<file path="config.mk">
export PLATFORM = sky130hd
export DESIGN_NAME = lat_ctrl
export DESIGN_NICKNAME = d
export VERILOG_FILES = /design/src/hw/rtl/lat_pkg.sv /design/src/hw/rtl/lat_ctrl.sv
export SDC_FILE = /design/constraint.sdc
export NUM_CORES = 1
export LEC_CHECK = 0
export BUFFER_PORTS_ARGS = -buffer_cell sky130_fd_sc_hd__clkbuf_2
export CAP_MARGIN = 0
export CORE_MARGIN = 8
export CORE_UTILIZATION = 35
export DETAILED_ROUTE_END_ITERATION = 16
export SLEW_MARGIN = 40
export SYNTH_ARGS = -nofsm -noshare
export SYNTH_HDL_FRONTEND = slang
export SYNTH_SLANG_ARGS = --single-unit
</file>
<file path="constraint.sdc">
create_clock -name clk -period 2 [get_ports clk]
set_input_delay 0.4 -clock clk [delete_from_list [all_inputs] [get_ports clk]]
set_output_delay 0.4 -clock clk [all_outputs]
set_load 0.02 [all_outputs]
</file>
<file path="src/hw/rtl/lat_pkg.sv">
// ----------------------------------------------------------------------------
// lat_pkg
// Shared types and constants for the toroidal life automaton: opcodes,
// register indexes, controller states and the command/status bundles.
// ----------------------------------------------------------------------------
package lat_pkg;

  localparam int CFG_W     = 7;  // size register width
  localparam int COORD_W   = 6;  // row / column field width
  localparam int CFG_IDX_W = 2;  // register index width
  localparam int CNT_W     = 4;  // neighbour count, 0..8

  localparam logic [CFG_IDX_W-1:0] CFG_BOARD_WIDTH  = 2'd0;
  localparam logic [CFG_IDX_W-1:0] CFG_BOARD_HEIGHT = 2'd1;

  localparam logic [CFG_W-1:0] SIZE_RESET = 7'd64;

  // B3/S23
  localparam logic [CNT_W-1:0] SURVIVE_MIN = 4'd2;
  localparam logic [CNT_W-1:0] BIRTH_COUNT = 4'd3;

  typedef enum logic [1:0] {
    OP_WRITE = 2'd0,
    OP_READ  = 2'd1,
    OP_GEN   = 2'd2
  } opcode_t;

  typedef enum logic [3:0] {
    ST_CLEAR,
    ST_IDLE,
    ST_DISPATCH,
    ST_READ,
    ST_MODIFY,
    ST_G_UP,
    ST_G_MID,
    ST_G_DN,
    ST_G_CAP,
    ST_G_WRITE,
    ST_C_READ,
    ST_C_WRITE
  } state_t;

  typedef enum logic [1:0] {
    RD_ITEM,
    RD_UP,
    RD_MID,
    RD_DN
  } rd_sel_t;

  typedef enum logic [1:0] {
    WR_CLEAR,
    WR_MODIFY,
    WR_COPY
  } wr_sel_t;

  typedef struct packed {
    logic    item_load;
    logic    rd_en;
    rd_sel_t rd_sel;
    logic    cell_we;
    wr_sel_t wr_sel;
    logic    next_we;
    logic    next_rd_en;
    logic    row_clr;
    logic    row_inc;
    logic    cap_up;
    logic    cap_mid;
    logic    cap_dn;
    logic    res_load;
    logic    res_cell;
  } lat_cmd_t;

  typedef struct packed {
    opcode_t item_op;
    logic    item_oor;
    logic    row_last;
    logic    clear_last;
  } lat_status_t;

endpackage

</file>
<file path="src/hw/rtl/lat_ctrl.sv">
// ----------------------------------------------------------------------------
// lat_ctrl
// Sequencer: reset clearing sweep, item dispatch, cell read-modify-write,
// generation row walk and copy-back.
// ----------------------------------------------------------------------------
module lat_ctrl import lat_pkg::*; (
  input  logic        clk,
  input  logic        rst,
  input  logic        start,
  output logic        busy,
  input  lat_status_t status,
  output lat_cmd_t    cmd
);

  state_t state, state_next;

  always_ff @(posedge clk) begin
    if (rst) begin
      state <= ST_CLEAR;
    end else begin
      state <= state_next;
    end
  end

  always_comb begin
    state_next = state;
    unique case (state)
      ST_CLEAR:    if (status.clear_last) state_next = ST_IDLE;
      ST_IDLE:     if (start) state_next = ST_DISPATCH;
      ST_DISPATCH: begin
        if (status.item_oor) begin
          state_next = ST_IDLE;
        end else begin
          case (status.item_op)
            OP_WRITE: state_next = ST_MODIFY;
            OP_READ:  state_next = ST_READ;
            OP_GEN:   state_next = ST_G_UP;
            default:  state_next = ST_IDLE;
          endcase
        end
      end
      ST_READ:     state_next = ST_IDLE;
      ST_MODIFY:   state_next = ST_IDLE;
      ST_G_UP:     state_next = ST_G_MID;
      ST_G_MID:    state_next = ST_G_DN;
      ST_G_DN:     state_next = ST_G_CAP;
      ST_G_CAP:    state_next = ST_G_WRITE;
      ST_G_WRITE:  state_next = status.row_last ? ST_C_READ : ST_G_UP;
      ST_C_READ:   state_next = ST_C_WRITE;
      ST_C_WRITE:  state_next = status.row_last ? ST_IDLE : ST_C_READ;
      default:     state_next = ST_IDLE;
    endcase
  end

  always_comb begin
    cmd  = '0;
    busy = (state != ST_IDLE);
    unique case (state)
      ST_CLEAR: begin
        cmd.cell_we = 1'b1;
        cmd.wr_sel  = WR_CLEAR;
        cmd.row_inc = ~status.clear_last;
      end
      ST_IDLE: begin
        cmd.item_load = start;
      end
      ST_DISPATCH: begin
        if (status.item_oor) begin
          cmd.res_load = 1'b1;
        end else begin
          case (status.item_op)
            OP_WRITE, OP_READ: begin
              cmd.rd_en  = 1'b1;
              cmd.rd_sel = RD_ITEM;
            end
            OP_GEN:  cmd.row_clr  = 1'b1;
            default: cmd.res_load = 1'b1;
          endcase
        end
      end
      ST_READ: begin
        cmd.res_load = 1'b1;
        cmd.res_cell = 1'b1;
      end
      ST_MODIFY: begin
        cmd.cell_we  = 1'b1;
        cmd.wr_sel   = WR_MODIFY;
        cmd.res_load = 1'b1;
      end
      ST_G_UP: begin
        cmd.rd_en  = 1'b1;
        cmd.rd_sel = RD_UP;
      end
      ST_G_MID: begin
        cmd.rd_en  = 1'b1;
        cmd.rd_sel = RD_MID;
        cmd.cap_up = 1'b1;
      end
      ST_G_DN: begin
        cmd.rd_en   = 1'b1;
        cmd.rd_sel  = RD_DN;
        cmd.cap_mid = 1'b1;
      end
      ST_G_CAP: begin
        cmd.cap_dn = 1'b1;
      end
      ST_G_WRITE: begin
        cmd.next_we = 1'b1;
        cmd.row_clr = status.row_last;
        cmd.row_inc = ~status.row_last;
      end
      ST_C_READ: begin
        cmd.next_rd_en = 1'b1;
      end
      ST_C_WRITE: begin
        cmd.cell_we  = 1'b1;
        cmd.wr_sel   = WR_COPY;
        cmd.res_load = status.row_last;
        cmd.row_inc  = ~status.row_last;
      end
      default: cmd = '0;
    endcase
  end

endmodule

</file>
==> impl_metrics.json, run 1 <==
{
  "status": "complete, no violations",
  "grt_max_degree": 15,
  "fin_crit_sh": 0.930,
  "syn_area_um2": 529,
  "clock.fmax_mhz": 537,
  "initial_core_util": 0.364,
  "hold_viol": 0,
  "antenna_found_initial": 0,
  "die_area_um2": 3010,
  "cap_violations": 0,
  "cts-buffers-inserted": 3,
  "place_area_um2": 649,
  "hold-path-cell-count": 2,
  "drt_wl_total_mm": 1.50,
  "rows": 14,
  "reg2reg_depth": 5,
  "syn_area_per_cell_um2": 6.87,
  "critPathKind": "reg2out",
  "vias": 646,
  "drcViolationCount": 0,
  "grt_setup_unrepaired": "no",
  "finalNonFillerCells": 117,
  "yosysTopAreaCellShare": 0.151,
  "core_area_um2": 1450,
  "drv_slew": 0,
  "post-synth-top-count-cell": "nor2_1",
  "wl_per_cell_um": 12.8,
  "p_switching_w": 0.0000976,
  "synthCells": 77,
  "p_clk_frac": 0.348,
  "top_register": "state",
  "cts.clk_slew.worst_paths_ns": 0.04,
  "place.gp.congestion": 0.824,
  "ctsHtreeMaxLevel": 1,
  "pwr-share-seq": 0.329,
  "dp.cells": 114,
  "clock-sinks": 4,
  "cp-end-kind": "output pin",
  "pwr-share-comb": 0.323,
  "post-route-util": 0.472,
  "worstSetupStartpointType": "flip-flop",
  "ys_ff_latch": 4,
  "cts_hold_buf": 0,
  "switching_share": 0.338,
  "final_nets": 111,
  "synth_edf_count": 0,
  "reg_top3": "state (4)",
  "largest_register_ffs": 4,
  "synthTopCellsByCount": "nor2_1 (12), nor3_1 (7), a21oi_1 (6), nand2b_1 (5)",
  "grt_pass1_wl_mm": 2.39,
  "area_growth_pct": 29.8,
  "synthArstFlopShare": 0,
  "p_leak_nw": 0.326,
  "required_ns": 1.60,
  "clockRootBuffer": "clkbuf_4",
  "final_cell_area_um2": 687,
  "clk_latency_ns": 0.24,
  "drt_iter0_drc": 18,
  "ir_drop_mv": 0.209,
  "detail-route-antenna-nets": 0,
  "hpwl_mm": 1.21,
  "min_to": "state[2]",
  "cts_tree": "done",
  "drt_first_pass_iters": 4,
  "ctsLongestPathBuffers": 2,
  "synth.yosys.seq_area_share": 0.151,
  "chipWidth_um": 54.9,
  "netlist-cell-type-count": 30,
  "p_per_area_nw_per_um2": 420,
  "drive_gt1_frac": 0.376,
  "hp-start": "rst",
  "grt_use_total": 0.103,
  "finalSetupViolCount": 0,
  "yosysWarnings": 0,
  "max_slew.worst_pin.slew_ns": 0.368,
  "relSlewSlack": 0.754,
  "ys.flop_type": "dfxtp_1",
  "fin_setup_tns_ns": 0,
  "intPower_w": 0.000191,
  "grt_overflow_total": 0,
  "r2r_start": "state[1]",
  "fin_crit_ns": 1.86,
  "io_buffers": 24,
  "fillers": 158,
  "io_pins": 25,
  "critPathMaxFanout": 11,
  "dieHeight_um": 54.9,
  "cp_data_arrival_time_ns": 1.46,
  "vias_per_cell": 5.52,
  "yosysTopAreaCell": "dfxtp_1",
  "worstReg2RegEnd": "state[0]",
  "diodes": 0,
  "finClkSkew_ns": 0.00178,
  "grt_pass1_vias": 556,
  "ys_top_cells_by_area": "dfxtp_1 (15%), nor2_1 (8.5%), nor3_1 (6.6%), nand2b_1 (5.9%), a21oi_1 (5.7%)",
  "holdCritPathClass": "in2reg",
  "syn_nets": 85,
  "ff2ff_setup_slack_ns": 0.52
}
## what timing repair did
item                                    CTS  global route
endpoints found under the setup margin    0             4
gates resized for setup                   0             5
buffers inserted                          0             0
## power by group through the flow
stage | logic, W | clock network (W) | registers [W]
CTS | 0.0000938 | 0.000103 | 0.0000931
global placement | 0.0000932 | 0 | 0.0000943
floorplan | 0.0000697 | 0 | 0.0000867
finish | 0.0000932 | 0.000100 | 0.0000951
detailed placement | 0.0000935 | 0 | 0.0000946
global route | 0.000104 | 0.000109 | 0.0000959
## kinds of logic after synthesis
| family | share of synthesized area |
|---|---|
| AOI/OAI and AO/OA | 0.260 |
| xor gates and xnor gates | 0.0331 |
| buffers and inverters | 0.109 |
| DFF | 0.151 |
| and+or+nand+nor | 0.447 |
## how the worst max path moves through the flow
stage / start / to / slack [ns] / cells after the start
detailed placement: state[2] / cmd[4] / 0.30 / 4
global placement: state[3] / cmd[6] / 0.32 / 4
finish: state[1] / cmd[11] / 0.14 / 4
floorplan: state[0] / cmd[6] / 0.11 / 4
global route: state[1] / cmd[1] / 0.03 / 5
CTS: state[2] / cmd[4] / 0.03 / 4
## final cells by class
type | instances | area (µm²) | share of cell area
clock buffers | 3 | 22.5 | 0.0328
flip-flops and latches | 4 | 83.8 | 0.122
multi-input cells | 64 | 403 | 0.587
inverters | 2 | 7.51 | 0.0109
well taps | 16 | 20.0 | 0.0291
repair buffers | 28 | 150 | 0.219
## through the flow
stage          total power [W]  hold WS, ns  setup slack, ns
4_1_cts               0.000290        0.389           0.0335
3_3_place_gp          0.000187        0.633            0.316
2_1_floorplan         0.000156        0.478            0.111
3_5_place_dp          0.000188        0.637            0.295
6_report              0.000289        0.381            0.139
5_1_grt               0.000310        0.387           0.0349
## worst max-delay path: stages, from the launching register on
cell and delay (ns):
dfxtp_1 0.41, buf_4 0.23, or3_1 0.30, o21ai_0 0.09, clkbuf_2 0.20
## cells in the final DEF (no fill, tap or decap), types with 4 or more instances in the layout
| master | Yosys | layout |
|---|---|---|
| clkbuf_2 | 0 | 24 |
| a21oi_1 | 6 | 6 |
| nor3_1 | 7 | 7 |
| nor2_1 | 12 | 12 |
| buf_4 | 1 | 4 |
| nand2b_1 | 5 | 5 |
| o21ai_0 | 4 | 4 |
## routing by layer
layer | track usage | vias to the layer above | wire length, µm
met3 | 0.00543 | 2 | 134
met4 | 0.0492 | 0 | 22
met1 | 0.131 | 293 | 652
met5 | 0 | - | 0
li1 | - | 324 | -
met2 | 0.172 | 27 | 693
(Power assumes the default switching activity.)
==> run 2: changes to the inputs <==
- RECOVER_POWER: not set -> 100
==> impl_metrics.json, run 2 (synthesized netlist as in run 1, its figures left out) <==
{
  "rows": 14,
  "grt_setup_unrepaired": "no",
  "ctsHtreeMaxLevel": 1,
  "grt_pass1_vias": 556,
  "critPathMaxFanout": 11,
  "cp_data_arrival_time_ns": 1.49,
  "r2r_start": "state[1]",
  "fillers": 168,
  "cp-end-kind": "output pin",
  "clock-sinks": 4,
  "p_per_area_nw_per_um2": 427,
  "largest_register_ffs": 4,
  "fin_crit_sh": 0.946,
  "area_growth_pct": 26.7,
  "worstReg2RegEnd": "state[0]",
  "drt_first_pass_iters": 4,
  "drv_slew": 0,
  "finClkSkew_ns": 0.000599,
  "final_cell_mix": "clkbuf_2 (13), nor2_1 (12), clkbuf_1 (11)",
  "io_buffers": 24,
  "final_common_cell": "clkbuf_2",
  "io_pins": 25,
  "core_area_um2": 1450,
  "holdCritPathClass": "in2reg",
  "clk_latency_ns": 0.23,
  "cap_violations": 0,
  "max_slew.worst_pin.slew_ns": 0.355,
  "fin_setup_tns_ns": 0,
  "p_leak_nw": 0.289,
  "top_register": "state",
  "ff2ff_setup_slack_ns": 0.52,
  "min_to": "state[2]",
  "detail-route-antenna-nets": 0,
  "grt_max_degree": 15,
  "critPathKind": "reg2out",
  "final_nets": 111,
  "vias_per_cell": 5.50,
  "ctsLongestPathBuffers": 2,
  "cts-buffers-inserted": 3,
  "dieHeight_um": 54.9,
  "initial_core_util": 0.364,
  "hpwl_mm": 1.21,
  "finalSetupViolCount": 0,
  "drcViolationCount": 0,
  "clock.fmax_mhz": 529,
  "grt_overflow_total": 0,
  "fin_crit_ns": 1.89,
  "status": "complete, no violations",
  "cts_hold_buf": 0,
  "vias": 644,
  "wl_per_cell_um": 12.9,
  "hp-start": "rst",
  "cts.clk_slew.worst_paths_ns": 0.04,
  "hold-path-cell-count": 2,
  "relSlewSlack": 0.763,
  "reg_top3": "state (4)",
  "required_ns": 1.60,
  "clockRootBuffer": "clkbuf_4",
  "chipWidth_um": 54.9,
  "total_power_w": 0.000286,
  "grt_use_total": 0.103,
  "hold_viol": 0,
  "antenna_found_initial": 0,
  "grt_pass1_wl_mm": 2.39,
  "ir_drop_mv": 0.208,
  "drt_wl_total_mm": 1.51,
  "place.gp.congestion": 0.824,
  "drt_iter0_drc": 20,
  "cts_tree": "done",
  "drive_gt1_frac": 0.257,
  "reg2reg_depth": 5,
  "diodes": 0,
  "die_area_um2": 3010,
  "worstSetupStartpointType": "flip-flop"
}
[run 2: changes by cell type in the layout (fill, tap and decap cells not counted)]
cell,previous run,this run
clkbuf_1,0,11
clkbuf_2,24,13
nor2b_1,3,4
nor2b_2,1,0
[run 2: worst max path at each step]
stage                     cells after the start      to  startpoint  slack [ns]
after floorplan                               4  cmd[6]    state[0]        0.11
after global placement                        4  cmd[6]    state[3]        0.32
after detailed placement                      4  cmd[4]    state[2]        0.30
after CTS                                     4  cmd[4]    state[2]        0.03
after global routing                          5  cmd[4]    state[3]        0.03
final                                         5  cmd[5]    state[1]        0.11
[run 2: per-layer routing]
layer	part of all wire	routed length [µm]	global-route usage
met1	0.43	653	0.131
met2	0.46	698	0.172
met3	0.092	140	0.00543
met4	0.015	22	0.0492
met5	0	0	0
[run 2: power breakdown]
group | leakage [nW] | switching [W] | internal (W)
combinational | 0.241 | 0.0000533 | 0.0000382
clock | 0.0138 | 0.0000323 | 0.0000671
sequential | 0.0338 | 0.0000113 | 0.0000839
[run 2: per-stage QoR]
stage	std cells	util	hold WS [ns]	setup slack (ns)	cell area, µm²
after floorplan	77	-	0.478	0.111	529
after global placement	114	0.447	0.633	0.316	649
after detailed placement	114	0.447	0.637	0.295	649
after CTS	117	0.462	0.389	0.0335	672
after global routing	117	0.461	0.387	0.0280	671
final	117	0.461	0.381	0.108	671
[run 2: critical path, stage by stage (launching register included)]
cell	delay [ns]
dfxtp_1	0.40
buf_4	0.22
nor4_1	0.23
a31oi_1	0.07
nor2_1	0.09
clkbuf_1	0.23
[run 2: final cells by class]
cell class,count,area [µm²],share of cell area
clock buffers,3,22.5,0.0336
inverters,2,7.51,0.0112
multi-input cells,64,400,0.597
flip-flops and latches,4,83.8,0.125
well taps,16,20.0,0.0299
repair buffers,28,136,0.203
[run 2: timing repair]
action | 4_1_cts | 5_1_grt
gates resized for setup | 0 | 5
buffers inserted | 0 | 0
endpoints found under the setup margin | 0 | 4
